--- src/rtl/core/query_cosine_similarity_core_defines.svh ---
// assertion macros for the cosine similarity core
`ifndef QUERY_COSINE_SIMILARITY_CORE_DEFINES_SVH
`define QUERY_COSINE_SIMILARITY_CORE_DEFINES_SVH

// checked only while out of reset
`define QCS_ASSERT(lbl, prop, msg) \
    lbl: assert property (@(posedge i_clk) disable iff (!i_rst_n) (prop)) else $error(msg);

// checked at every edge, reset included
`define QCS_ASSERT_ALWAYS(lbl, prop, msg) \
    lbl: assert property (@(posedge i_clk) (prop)) else $error(msg);

`endif

--- src/rtl/core/qcs_pkg.sv ---
// ----------------------------------------------------------------------------
// qcs_pkg
// Shared types and constants of the query cosine similarity core.
// ----------------------------------------------------------------------------
package qcs_pkg;

    localparam int DIM_MAX_DEF = 512;
    localparam int VLEN_W      = 10;
    localparam logic [VLEN_W-1:0] VLEN_RST = 10'd384;
    localparam int ELEM_W      = 16;
    localparam int IDX_W       = 16;
    localparam int QBITS       = 15;

    localparam logic MODE_QUERY = 1'b0;
    localparam logic MODE_DOC   = 1'b1;

    typedef struct packed {
        logic                     mode;
        logic signed [ELEM_W-1:0] element;
    } t_in_item;

    typedef struct packed {
        logic signed [ELEM_W-1:0] similarity;
        logic [IDX_W-1:0]         doc_index;
        logic                     zero_norm;
    } t_out_item;

    typedef struct packed {
        logic take;
        logic mul;
        logic acc;
        logic start;
        logic sqrt_step;
        logic mult;
        logic cmp;
        logic div_step;
        logic load_out;
    } t_dp_cmd;

    typedef struct packed {
        logic q_full;
        logic is_doc;
        logic doc_last;
        logic out_free;
    } t_dp_stat;

endpackage

--- src/rtl/core/qcs_ctrl.sv ---
// ----------------------------------------------------------------------------
// qcs_ctrl
// Sequencer: element multiply-accumulate, square roots, divide, result load.
// ----------------------------------------------------------------------------
module qcs_ctrl import qcs_pkg::*; #(
    parameter int SQRT_STEPS = 20
) (
    input  logic     i_clk,
    input  logic     i_rst_n,
    input  logic     i_in_valid,
    input  logic     i_mode,
    input  t_dp_stat i_stat,
    output logic     o_in_stall,
    output t_dp_cmd  o_cmd
);

    localparam int MAXC = SQRT_STEPS > QBITS ? SQRT_STEPS : QBITS;
    localparam int CTW  = $clog2(MAXC + 1);

    typedef enum logic [2:0] {
        S_IDLE, S_MUL, S_ACC, S_START, S_SQRT, S_MULT, S_DIV, S_DONE
    } t_state;

    t_state         r_state, n_state;
    logic [CTW-1:0] r_cnt, n_cnt;
    logic           take;

    assign take = i_in_valid && (r_state == S_IDLE);

    always_comb begin
        n_state = r_state;
        n_cnt   = r_cnt;
        o_cmd   = '0;
        case (r_state)
            S_IDLE: begin
                o_cmd.take = take;
                // document beats before a full query are dropped
                if (take && (i_mode == MODE_QUERY || i_stat.q_full)) begin
                    n_state = S_MUL;
                end
            end
            S_MUL: begin
                o_cmd.mul = 1'b1;
                n_state   = S_ACC;
            end
            S_ACC: begin
                o_cmd.acc = 1'b1;
                n_state   = (i_stat.is_doc && i_stat.doc_last) ? S_START : S_IDLE;
            end
            S_START: begin
                o_cmd.start = 1'b1;
                n_cnt       = CTW'(SQRT_STEPS - 1);
                n_state     = S_SQRT;
            end
            S_SQRT: begin
                o_cmd.sqrt_step = 1'b1;
                if (r_cnt == '0) begin
                    n_state = S_MULT;
                end else begin
                    n_cnt = r_cnt - CTW'(1);
                end
            end
            S_MULT: begin
                // compare follows the multiply in the next cycle
                o_cmd.mult = 1'b1;
                n_state    = S_DIV;
                n_cnt      = CTW'(QBITS);
            end
            S_DIV: begin
                if (r_cnt == CTW'(QBITS)) begin
                    o_cmd.cmp = 1'b1;
                end else begin
                    o_cmd.div_step = 1'b1;
                end
                if (r_cnt == '0) begin
                    n_state = S_DONE;
                end else begin
                    n_cnt = r_cnt - CTW'(1);
                end
            end
            S_DONE: begin
                if (i_stat.out_free) begin
                    o_cmd.load_out = 1'b1;
                    n_state        = S_IDLE;
                end
            end
            default: begin
                n_state = S_IDLE;
            end
        endcase
    end

    always_ff @(posedge i_clk) begin
        if (!i_rst_n) begin
            r_state <= S_IDLE;
            r_cnt   <= '0;
        end else begin
            r_state <= n_state;
            r_cnt   <= n_cnt;
        end
    end

    assign o_in_stall = r_state != S_IDLE;

endmodule

--- config.mk ---
export PLATFORM = sky130hd
export DESIGN_NAME = qcs_ctrl
export DESIGN_NICKNAME = d
export VERILOG_FILES = /design/src/rtl/core/query_cosine_similarity_core_defines.svh /design/src/rtl/core/qcs_pkg.sv /design/src/rtl/core/qcs_ctrl.sv
export SDC_FILE = /design/constraint.sdc
export NUM_CORES = 1
export LEC_CHECK = 0
export BUFFER_PORTS_ARGS = -buffer_cell sky130_fd_sc_hd__buf_4
export CAP_MARGIN = 20
export CELL_PAD_IN_SITES_DETAIL_PLACEMENT = 0
export CELL_PAD_IN_SITES_GLOBAL_PLACEMENT = 2
export CORE_MARGIN = 3
export CORE_UTILIZATION = 27
export CTS_CLUSTER_DIAMETER = 30
export DETAILED_ROUTE_END_ITERATION = 8
export GPL_TIMING_DRIVEN = 0
export PLACE_DENSITY_LB_ADDON = 0.1
export SLEW_MARGIN = 20
export SYNTH_ARGS = -nofsm -noshare
export SYNTH_HDL_FRONTEND = slang
export SYNTH_SLANG_ARGS = --single-unit
--- constraint.sdc ---
create_clock -name i_clk -period 2 [get_ports i_clk]
set_input_delay 0.2 -clock i_clk [delete_from_list [all_inputs] [get_ports i_clk]]
set_output_delay 0.2 -clock i_clk [all_outputs]
set_load 0.03 [all_outputs]
==> parameters.txt, run 1 <==
Parameter                              Value

Outcome
  Outcome    finished, final reports clean

Layout
  Count of fill cells added during filler insertion    215
  Share of post-route cells with drive strength above 1    a little under a third
  Area growth syn-to-layout    31.75%
  Layout Nets    between 100 and 150
  Inserted Diodes    0
  Post-Layout Cell Count    approximately 120

Timing
  Period utilization    between 80 and 90%
  Fmax achieved    0.5946 GHz
  RSZ-0062 raised after global routing    no
  Actual transition at the worst max-transition pin    roughly 0.41 ns
  Final critical delay including setup and external delays    between 1.5 and 2 ns
  Number of hold-slack violations in the final timing report    0
  Final setup violating endpoints    0
  Relative max-transition margin    between 70% and 80%
  Max Transition Viols Final    0
  Clock tree skew after final layout    approximately 0.0044 ns
  Setup Total Neg Slack    0 ns

Hold path
  Path category of the worst min-delay check    in2reg

Synthesis
  Number of unique standard cell types used by synthesis    34
  Combinational family with the most area after synthesis    simple AND/OR/NAND/NOR gates
  Average instance area after synthesis    approximately 8.0 um2
  Warnings, synthesis    0
  Post-synthesis xor/xnor area fraction    1.512%
  Simple-gate share of the synthesized area    roughly a third
  Post-synthesis compound-gate area fraction    around 22%
  Post-synthesis instance total    slightly above 70
  Flop and latch count out of synthesis    8
  Portion of the post-synthesis area used by sequential elements    between 20% and 30%
  Share of cell area taken by muxes after synthesis    roughly 1.7%
  Synthesized Nets    just over 80
  Synth Cell Area    between 500 and 600 um2
  Arithmetic-cell share of the synthesized area counting full adders, half adders and majority gates    under 10%

Routing
  Detail-routed via count per cell    between 4 and 5
  WL final    roughly 1400 um
  Wirelength per Cell    around 12 um
  Count of nets left with antenna violations after detail routing    0
  Starting DRC count in detailed routing    10
  DRC violations left    0
  Detailed-routing iteration count for the pre-antenna-repair pass    4
  Total number of vias    579

Clock network
  Clock slew at reported path FFs    approximately 0.06 ns
  Number of clock sinks    8
  Setup bufs post-CTS    0
  Number of buffers created by CTS    3
  Number of hold-repair buffers added at the cts stage    0
  H-tree lvl count    1
  Post-CTS sizing    0
  Clock insertion delay at the later pin of the skew report    around 0.26 ns
  CTS tree    built
  Clock Root Buffer    clkbuf_4
  Deepest clock path buffer count    2

GRT
  Wire length of the first global-routing pass    approximately 2500 um
  Pin count of the biggest net entering global routing    11
  Vias in the first global route    between 500 and 600
  Congestion Overflow GR    0
  Overall global routing resource usage    between 10 and 15%
  Antenna violations before repair    0

Setup path
  Reg-to-reg setup timing slack    ~0.32 ns
  Arrival time reported for the critical path endpoint    around 1.8 ns
  Worst Path Max Fanout    6
  Endpoint type of the worst setup path    flop
  Kind of critical path    reg2reg
  Type of origin of the critical path    flop
  Critical Path RT    2.16 ns

Placement
  DP HPWL    between 1000 and 1500 um
  Global placement routability congestion    between 0.6 and 0.7
  Placed Cells incl. Taps    about 120
  Count of input and output buffers    17

Die
  Die height    52.32 um
  Effective utilization at floorplan    just under 30%
  Die X-Extent    52.32 um
  Top-Level Pins    18
  # rows    16
  Core ar.    0.002002 mm2
  Die footprint    0.002737 mm2

Power
  Switching power of the nets    between 0.0001 and 0.00015 W
  LEAKAGE    approximately 0.37 nW
  Sequential group share of total power    a little over two fifths
  Power density cells    526.2 mW/mm2
  Clk network pwr share    a little under a third
  Internal cell power    around 0.00028 W
  IR drop worst, VDD    roughly 0.21 mV
  Switching Share    between 30% and 40%
  Combinational group share of total power    approximately a quarter

Run
  Number of violations of the max-capacitance limit    0
state kept, by name (all words and copies together), names as in the netlist:
register	count
r_state	3
r_cnt	5
stage by stage:
stage | setup slack [ns] | utilization (%) | power, W | hold WS (ns) | area, um2
3_5_place_dp | 0.3271 | 37.00 | 0.0002781 | 0.4773 | 740.7
2_1_floorplan | 0.3484 | - | 0.0002419 | 0.3177 | 579.3
6_report | 0.3183 | 38.13 | 0.0004016 | 0.2060 | 763.2
4_1_cts | 0.3049 | 38.13 | 0.0004079 | 0.2052 | 763.2
5_1_grt | 0.1870 | 38.13 | 0.0004302 | 0.2241 | 763.2
3_3_place_gp | 0.3496 | 37.00 | 0.0002783 | 0.4781 | 740.7
power groups by stage:
stage / clock (W) / sequential (W) / combinational [W]
after floorplan: 0 / 0.000175 / 0.0000672
after global placement: 0 / 0.000176 / 0.000102
after detailed placement: 0 / 0.000176 / 0.000102
after CTS: 0.000133 / 0.000173 / 0.000102
after global routing: 0.000145 / 0.000174 / 0.000112
final: 0.000128 / 0.000173 / 0.000100
per-layer routing:
layer | up-vias | GRT usage, % | wire [um] | share of wire [%]
met1 | 258 | 17.26 | 707 | 49
met5 | - | 0 | 0 | 0
li1 | 301 | - | - | -
met3 | 2 | 3.419 | 89 | 6.2
met4 | 0 | 6.383 | 23 | 1.6
met2 | 18 | 17.77 | 618 | 43
cells by family after synthesis:
family          Yosys count
flops                     8
buf+inv                   9
xor+xnor                  1
mux                       1
fa+ha+maj                 3
compound gates           15
simple gates             35
synthesized netlist by cell type:
cell / number / share of area, %
and2b_1: 1 / 1.3
a221oi_2: 1 / 2.6
nand2b_1: 2 / 2.2
dfxtp_1: 8 / 28
o21a_1: 1 / 1.3
a211oi_1: 1 / 1.3
nand3_1: 1 / 0.86
or3_1: 1 / 1.1
and2_4: 1 / 1.5
o31ai_1: 1 / 1.3
o21ai_0: 2 / 1.7
and3_2: 1 / 1.3
mux2i_1: 1 / 1.7
xor2_1: 1 / 1.5
ha_1: 3 / 6.5
or4b_4: 1 / 2.4
nand3b_1: 1 / 1.3
nor2b_1: 2 / 2.2
o211ai_1: 2 / 2.6
a21oi_1: 3 / 2.6
nand2_1: 4 / 2.6
nor3b_1: 2 / 2.6
or3_2: 1 / 1.3
buf_2: 2 / 1.7
nor2_1: 9 / 5.8
a22oi_4: 1 / 3.7
clkbuf_1: 1 / 0.65
nand4b_1: 1 / 1.5
a311oi_1: 1 / 1.5
nor3_1: 5 / 4.3
o221a_2: 1 / 1.9
inv_1: 6 / 3.9
and3_1: 2 / 2.2
o32ai_1: 1 / 1.5
cells in the final DEF (no fill, tap or decap), types with 2 or more instances in the layout:
master	instances
buf_4	17
nor3_1	5
nand2b_1	2
o211ai_1	2
nor2_1	9
buf_2	2
inv_1	6
and3_1	2
nor2b_1	2
clkbuf_4	3
o21ai_0	2
ha_1	3
a21oi_1	3
nand2_1	4
nor3b_1	2
dfxtp_1	8
worst paths after layout:
| kind | depth (start not counted) | to | startpoint |
|---|---|---|---|
| min reg2reg | 2 | r_cnt[3] | r_cnt[3] |
| min | 2 | r_state[0] | i_rst_n |
| max | 6 | r_cnt[3] | r_cnt[1] |
| max reg2reg | 6 | r_cnt[3] | r_cnt[1] |
critical path, stage by stage, from the launching register on:
cell     delay, ns
dfxtp_1       0.32
inv_1         0.11
ha_1          0.18
or4b_4        0.50
a22oi_4       0.29
a21oi_1       0.07
o32ai_1       0.12
area by class of cell:
type	count	area, um2	share of cell area (%)
tap	27	33.78	4.426
inverter	6	22.52	2.951
timing repair buffer	17	127.6	16.72
multi-input combinational	55	382.9	50.16
buffer	3	13.76	1.803
clock buffer	3	22.52	2.951
sequential	8	160.2	20.98
(Power assumes the default switching activity.)
==> run 2: changes to the inputs <==
--- a/config.mk
+++ b/config.mk
@@ -5,12 +5,13 @@
 export SDC_FILE = /design/constraint.sdc
 export NUM_CORES = 1
 export LEC_CHECK = 0
+export ABC_AREA = 1
 export BUFFER_PORTS_ARGS = -buffer_cell sky130_fd_sc_hd__buf_4
 export CAP_MARGIN = 20
 export CELL_PAD_IN_SITES_DETAIL_PLACEMENT = 0
 export CELL_PAD_IN_SITES_GLOBAL_PLACEMENT = 2
 export CORE_MARGIN = 3
-export CORE_UTILIZATION = 27
+export CORE_UTILIZATION = 23
 export CTS_CLUSTER_DIAMETER = 30
 export DETAILED_ROUTE_END_ITERATION = 8
 export GPL_TIMING_DRIVEN = 0
==> constraint.sdc (replaced) <==
create_clock -name i_clk -period 1.4 [get_ports i_clk]
set_input_delay 0.14 -clock i_clk [delete_from_list [all_inputs] [get_ports i_clk]]
set_output_delay 0.14 -clock i_clk [all_outputs]
set_load 0.03 [all_outputs]
==> parameters.txt, run 2 <==
Parameter                              Value

Outcome
  Outcome    finished, violations left
  Violated checks    setup timing

Layout
  Largest registers in the final layout    r_cnt: 5 flops, r_state: 3 flops
  Share of post-route cells with drive strength above 1    48.48% (+17 points)
  Layout Nets    145 (+38%)
  Most used cells in the layout excluding fill and tap cells    24 x buf_4, 21 x nand2_1, 11 x inv_1
  Area growth syn-to-layout    57.71%
  Finished layout cell area    998.5 um2 (+31%)
  Most common cell after layout, fill and taps aside    buf_4
  Final design utilization    39.23% (+1.1 points)
  Max reg flops    5 (unchanged)
  Count of fill cells added during filler insertion    291 (+35%)
  Inserted Diodes    0 (unchanged)
  Most flops, register    r_cnt

Clock network
  H-tree lvl count    1 (unchanged)
  Number of hold-repair buffers added at the cts stage    0 (unchanged)
  CTS tree    built
  Clock insertion delay at the later pin of the skew report    0.27 ns (about the same)
  Clock Root Buffer    clkbuf_4
  Deepest clock path buffer count    2 (unchanged)
  Number of buffers created by CTS    3 (unchanged)
  Clock slew at reported path FFs    0.07 ns (about the same)
  Number of clock sinks    8 (unchanged)

Synthesis
  Number of enable flip-flop cells after synthesis    0 (unchanged)
  Synth Cell Area    633.1 um2 (+9.3%)
  Average instance area after synthesis    6.268 um2 (-22%)
  Flop and latch count out of synthesis    8 (unchanged)
  Share of the synthesized area in the top cell type    25.30% (-2.3 points)
  Leading area contributor after synthesis    dfxtp_1
  Warnings, synthesis    0 (unchanged)
  Synth cell count leaders    23 x nand2_1, 17 x inv_1, 12 x nor2_1, 8 x a21oi_1, 8 x dfxtp_1
  Async set-reset flop share out of synthesis    0% (unchanged)
  Synthesized Nets    112 (+35%)
  Portion of the post-synthesis area used by sequential elements    25.30% (-2.3 points)
  Post-synthesis instance total    101 (+40%)
  Cell types with the largest area share after synthesis    dfxtp_1 25%, nand2_1 14%, inv_1 10%, nor2_1 7.1%, a21oi_1 6.3%
  Number of unique standard cell types used by synthesis    20 (-41%)
  Cell with the most instances after synthesis    nand2_1
  Commonest register cell after synthesis    dfxtp_1

Setup path
  Type of origin of the critical path    flop
  R2R Path Start    r_cnt[0]
  Kind of critical path    reg2out
  Count of cells along the worst register-to-register path    9 (+3)
  Largest stage delay on the critical path    0.32 ns (-0.18 ns)
  Worst Path Max Fanout    6 (unchanged)
  Arrival time reported for the critical path endpoint    1.27 ns (-0.57 ns)
  Critical path, cell by cell    buf_6 > inv_6 > nor2_8 > inv_6 > nor2_4 > inv_2 > nor2_4 > buf_6
  Critical Path RT    1.26 ns (-0.90 ns)
  Slowest library cell on the worst path    dfxtp_2
  Depth of the critical timing path with buffers and inverters included    8 (+2)
  Cell class contributing the biggest share of worst-path delay    buffers and inverters
  End of the worst register-to-register path    r_cnt[3]
  Reg-to-reg setup timing slack    0.04 ns (-0.28 ns)
  Critical path destination    o_cmd[2]
  Buffer and inverter count on the worst path    5 (+4)
  Worst setup path start    r_state[2]
  Endpoint type of the worst setup path    output pin

Power
  IR drop worst, VDD    0.4905 mV (+130%)
  Overall power after layout    0.001331 W (+230%)
  Power density cells    1333 mW/mm2 (+150%)
  LEAKAGE    0.5470 nW (+48%)

Die
  Top-Level Pins    18 (unchanged)
  Die X-Extent    58.47 um (+12%)
  Die footprint    0.003418 mm2 (+25%)
  Die height    58.47 um (+12%)
  Core ar.    0.002545 mm2 (+27%)
  # rows    18 (+2)
  Effective utilization at floorplan    24.88% (-4.1 points)

Timing
  Max Transition Viols Final    0 (unchanged)
  RSZ-0062 raised after global routing    yes
  Clock tree skew after final layout    0.009699 ns (+0.005255 ns)
  Setup Total Neg Slack    -0.01430 ns (-0.01430 ns)
  Fmax achieved    0.7100 GHz
  Final setup violating endpoints    2 (+2)
  Final critical delay including setup and external delays    around 1.4 ns
  Period utilization    100.6%
  Actual transition at the worst max-transition pin    0.2474 ns (-0.1576 ns)
  Relative max-transition margin    83.44% (+10 points)
  Worst Setup Slack, final    -0.008382 ns (-0.3267 ns)
  Number of hold-slack violations in the final timing report    0 (unchanged)

Run
  Number of violations of the max-capacitance limit    0 (unchanged)

Placement
  Pre-CTS worst setup slack    -0.02414 ns (-0.3512 ns)
  Count of input and output buffers    17 (unchanged)
  Post-Place Cell Area    800.8 um2 (+8.1%)
  DP HPWL    1250 um (+7.9%)
  Global placement routability congestion    0.6966 (+2.5%)

Routing
  Count of nets left with antenna violations after detail routing    0 (unchanged)
  DRC violations left    0 (unchanged)
  Total number of vias    700 (+21%)
  Starting DRC count in detailed routing    14 (+4)
  Detailed-routing iteration count for the pre-antenna-repair pass    4 (unchanged)
  Detail-routed via count per cell    4.321 (-11%)
  WL final    1688 um (+17%)
  Wirelength per Cell    10.42 um (-14%)

GRT
  Wire length of the first global-routing pass    2628 um (+5.0%)
  Congestion Overflow GR    0 (unchanged)
  Vias in the first global route    601 (+5.8%)
  Overall global routing resource usage    10.49% (-2.1 points)
  Pin count of the biggest net entering global routing    9 (-2)
  Antenna violations before repair    0 (unchanged)

Hold path
  Number of stages on the worst hold path    3 (+1)
  Path category of the worst min-delay check    in2reg
[run 2: power by group]
part	switching, W	leakage (nW)	internal (W)
Clock	0.0000933	0.0138	0.0000990
Sequential	0.0000509	0.0674	0.000281
Combinational	0.000481	0.466	0.000326
Total	0.000625	0.547	0.000706
[run 2: cell type report]
| class | count | area, um2 | share of cell area (%) |
|---|---|---|---|
| buffer | 2 | 22.52 | 2.256 |
| inverter | 21 | 88.84 | 8.897 |
| sequential | 8 | 166.4 | 16.67 |
| multi-input combinational | 70 | 435.4 | 43.61 |
| clock buffer | 3 | 22.52 | 2.256 |
| timing repair buffer | 28 | 225.2 | 22.56 |
| tap | 30 | 37.54 | 3.759 |
[run 2: cells by family (layout without fill, tap and decap cells)]
logic type / count (synthesis) / count (layout) / synth area share (%)
xor+xnor: 1 / 1 / 1.384
flops: 8 / 8 / 25.30
buf+inv: 23 / 54 / 16.21
fa+ha+maj: 3 / 3 / 5.929
simple gates: 52 / 52 / 37.94
compound gates: 14 / 14 / 13.24
[run 2: worst min-delay path by stage]
stage	startpoint	end	slack, ns
finish	i_rst_n	r_state[2]	0.15
global placement	i_rst_n	r_cnt[3]	0.43
global route	i_rst_n	r_cnt[1]	0.17
detailed placement	i_rst_n	r_state[1]	0.44
CTS	i_rst_n	r_state[2]	0.15
floorplan	i_rst_n	r_cnt[3]	0.26
[run 2: timing repair]
item,in CTS,in global routing
buffers inserted,7,4
setup endpoints to repair,4,17
resized for setup,7,27
pin swaps,3,8
[run 2: stage by stage]
stage	hold WS [ns]	instances
final	0.1479	162
after detailed placement	0.4413	148
after CTS	0.1525	158
after global placement	0.4347	148
after floorplan	0.2627	101
after global routing	0.1667	162
[run 2: routing by layer]
metal | global-route usage, % | wire (um) | vias to the layer above
met5 | 0 | 0 | -
met4 | 6.954 | 43 | 0
met3 | 2.193 | 64 | 5
met2 | 15.47 | 758 | 17
met1 | 13.64 | 821 | 300
li1 | - | - | 378
[run 2: worst register-to-register path: cells and delay by family, from the launching register on]
family	cells	cell delay [ns]
simple gates	4	0.32
compound gates	2	0.31
buf+inv	2	0.12
fa+ha+maj	1	0.17
flops	1	0.32
==> run 3: changes to the inputs <==
==> constraint.sdc (replaced) <==
create_clock -name i_clk -period 1.4 [get_ports i_clk]
set_input_delay 0.14 -clock i_clk [delete_from_list [all_inputs] [get_ports i_clk]]
set_output_delay 0.14 -clock i_clk [all_outputs]
set_load 0.01 [all_outputs]
==> parameters.txt, run 3 (synthesis gave the netlist of run 2 again) <==
Parameter                              Value

Outcome
  Outcome    finished, final reports clean

Clock network
  Deepest clock path buffer count    2 (unchanged)
  CTS tree    built
  Clock slew at reported path FFs    0.07 ns (about the same)
  Clock Root Buffer    clkbuf_4
  Number of buffers created by CTS    3 (unchanged)
  H-tree lvl count    1 (unchanged)
  Clock insertion delay at the later pin of the skew report    0.25 ns (-0.02 ns)
  Number of clock sinks    8 (unchanged)

Timing
  Number of hold-slack violations in the final timing report    0 (unchanged)
  Final setup violating endpoints    0 (-2)
  Final critical delay including setup and external delays    1.398 ns (-0.01064 ns)
  Max Transition Viols Final    0 (unchanged)
  Relative max-transition margin    80.86% (-2.6 points)
  Actual transition at the worst max-transition pin    0.2861 ns (+0.03868 ns)
  Fmax achieved    0.7154 GHz (+0.76%)
  Period utilization    99.84% (-0.76 points)
  Worst Setup Slack, final    0.002257 ns (+0.01064 ns)
  Clock tree skew after final layout    0.004111 ns (-0.005588 ns)
  RSZ-0062 raised after global routing    yes

Power
  Sequential group share of total power    26.4% (+1.5 points)
  Clk network pwr share    15.4% (+1.0 points)
  Power density cells    1296 mW/mm2 (-2.8%)
  Switching Share    42.75% (-4.2 points)
  IR drop worst, VDD    0.6183 mV (+26%)
  LEAKAGE    0.5204 nW (-4.9%)
  Combinational group share of total power    58.3% (-2.3 points)
  Internal cell power    0.0007091 W (+0.50%)
  Switching power of the nets    0.0005295 W (-15%)

Layout
  Post-Layout Cell Count    161 (-0.62%)
  Area growth syn-to-layout    50.99%
  Max reg flops    5 (unchanged)
  Most flops, register    r_cnt
  Largest registers in the final layout    r_cnt: 5 flops, r_state: 3 flops
  Layout Nets    144 (-0.69%)
  Finished layout cell area    955.9 um2 (-4.3%)
  Inserted Diodes    0 (unchanged)
  Most common cell after layout, fill and taps aside    buf_4
  Final design utilization    37.56% (-1.7 points)
  Most used cells in the layout excluding fill and tap cells    27 x buf_4, 20 x nand2_1, 12 x inv_1
  Share of post-route cells with drive strength above 1    45.04% (-3.4 points)

GRT
  Congestion Overflow GR    0 (unchanged)
  Wire length of the first global-routing pass    2967 um (+13%)
  Overall global routing resource usage    11.40% (+0.92 points)
  Antenna violations before repair    0 (unchanged)
  Pin count of the biggest net entering global routing    9 (unchanged)
  Vias in the first global route    676 (+12%)

Placement
  Placed Cells incl. Taps    148 (unchanged)
  Post-Place Cell Area    798.3 um2 (-0.31%)
  DP HPWL    1309 um (+4.7%)
  Count of input and output buffers    17 (unchanged)
  Global placement routability congestion    0.7298 (+4.8%)
  Pre-CTS worst setup slack    -0.04453 ns (-0.02039 ns)

Setup path
  Kind of critical path    reg2out
  Buffer and inverter count on the worst path    4 (-1)
  Arrival time reported for the critical path endpoint    1.26 ns (about the same)
  Cell class contributing the biggest share of worst-path delay    buffers and inverters
  Type of origin of the critical path    flop
  Worst Path Max Fanout    6 (unchanged)
  Critical Path RT    1.26 ns (about the same)
  Endpoint type of the worst setup path    output pin
  Largest stage delay on the critical path    0.31 ns (about the same)
  Slowest library cell on the worst path    dfxtp_1
  Critical path, cell by cell    buf_6 > nor2_8 > inv_6 > nor2_4 > inv_2 > nor2_1 > buf_4

Die
  # rows    18 (unchanged)
  Core ar.    0.002545 mm2 (unchanged)
  Die footprint    0.003418 mm2 (unchanged)
  Die height    58.47 um (unchanged)
  Top-Level Pins    18 (unchanged)
  Die X-Extent    58.47 um (unchanged)
  Effective utilization at floorplan    24.88% (unchanged)

Routing
  Wirelength per Cell    10.91 um (+4.7%)
  WL final    1756 um (+4.0%)
  Total number of vias    705 (+0.71%)
  Count of nets left with antenna violations after detail routing    0 (unchanged)
  Detailed-routing iteration count for the pre-antenna-repair pass    2 (-2)
  Detail-routed via count per cell    4.379 (+1.3%)
  Starting DRC count in detailed routing    13 (-1)
  DRC violations left    0 (unchanged)

Run
  Number of violations of the max-capacitance limit    0 (unchanged)

Hold path
  Path category of the worst min-delay check    in2reg
==> run 3: cell types whose count changed in the layout (fill, tap and decap cells not counted), sizes merged <==
cell,delta
buf,-1
==> run 3: routing by layer <==
| layer | share of wire [%] | global-route usage, % |
|---|---|---|
| met5 | 0 | 0 |
| met4 | 0.80 | 4.967 |
| met2 | 45 | 16.59 |
| met3 | 3.2 | 2.193 |
| met1 | 51 | 16.20 |
==> run 3: power groups by stage <==
stage          clock network (W)  logic [W]  registers, W
5_1_grt                 0.000202   0.000821      0.000332
3_5_place_dp                   0   0.000579      0.000315
3_3_place_gp                   0   0.000580      0.000316
6_report                0.000190   0.000722      0.000327
4_1_cts                 0.000196   0.000615      0.000315
2_1_floorplan                  0   0.000411      0.000304
==> run 3: per-stage QoR <==
| step | power [W] | TNS [ns] | hold WS [ns] |
|---|---|---|---|
| floorplan | 0.0007148 | 0 | 0.2627 |
| global placement | 0.0008960 | -0.03877 | 0.4320 |
| CTS | 0.001126 | -0.003482 | 0.1553 |
| detailed placement | 0.0008943 | -0.04453 | 0.4376 |
| global route | 0.001354 | -0.3328 | 0.1711 |
| finish | 0.001239 | 0 | 0.1619 |
==> run 3: cell type report <==
class	instances	area, um2
sequential	8	165.2
clock buffer	3	22.52
fill	291	1589
multi-input combinational	70	416.7
inverter	21	88.84
timing repair buffer	27	202.7
buffer	2	22.52
tap	30	37.54
==> run 3: worst paths after layout <==
path / to / slack [ns] / cells past startpoint / startpoint
max: o_cmd[1] / 0.002 / 7 / r_state[0]
max reg2reg: r_cnt[3] / 0.08 / 9 / r_cnt[1]
min reg2reg: r_cnt[0] / 0.50 / 2 / r_cnt[0]
min: r_state[1] / 0.16 / 3 / i_rst_n
==> run 3: repair_timing <==
item,CTS,global route
buffers inserted,3,7
setup endpoints to repair,5,12
cloned,0,0
resized for setup,7,17
pin swaps,2,11
hold buffers,0,0
hold endpoints to repair,0,0
==> run 3: worst min-delay path, stage by stage <==
cell	delay [ns]
buf_4	0.14
nand2_1	0.06
nor2_1	0.03
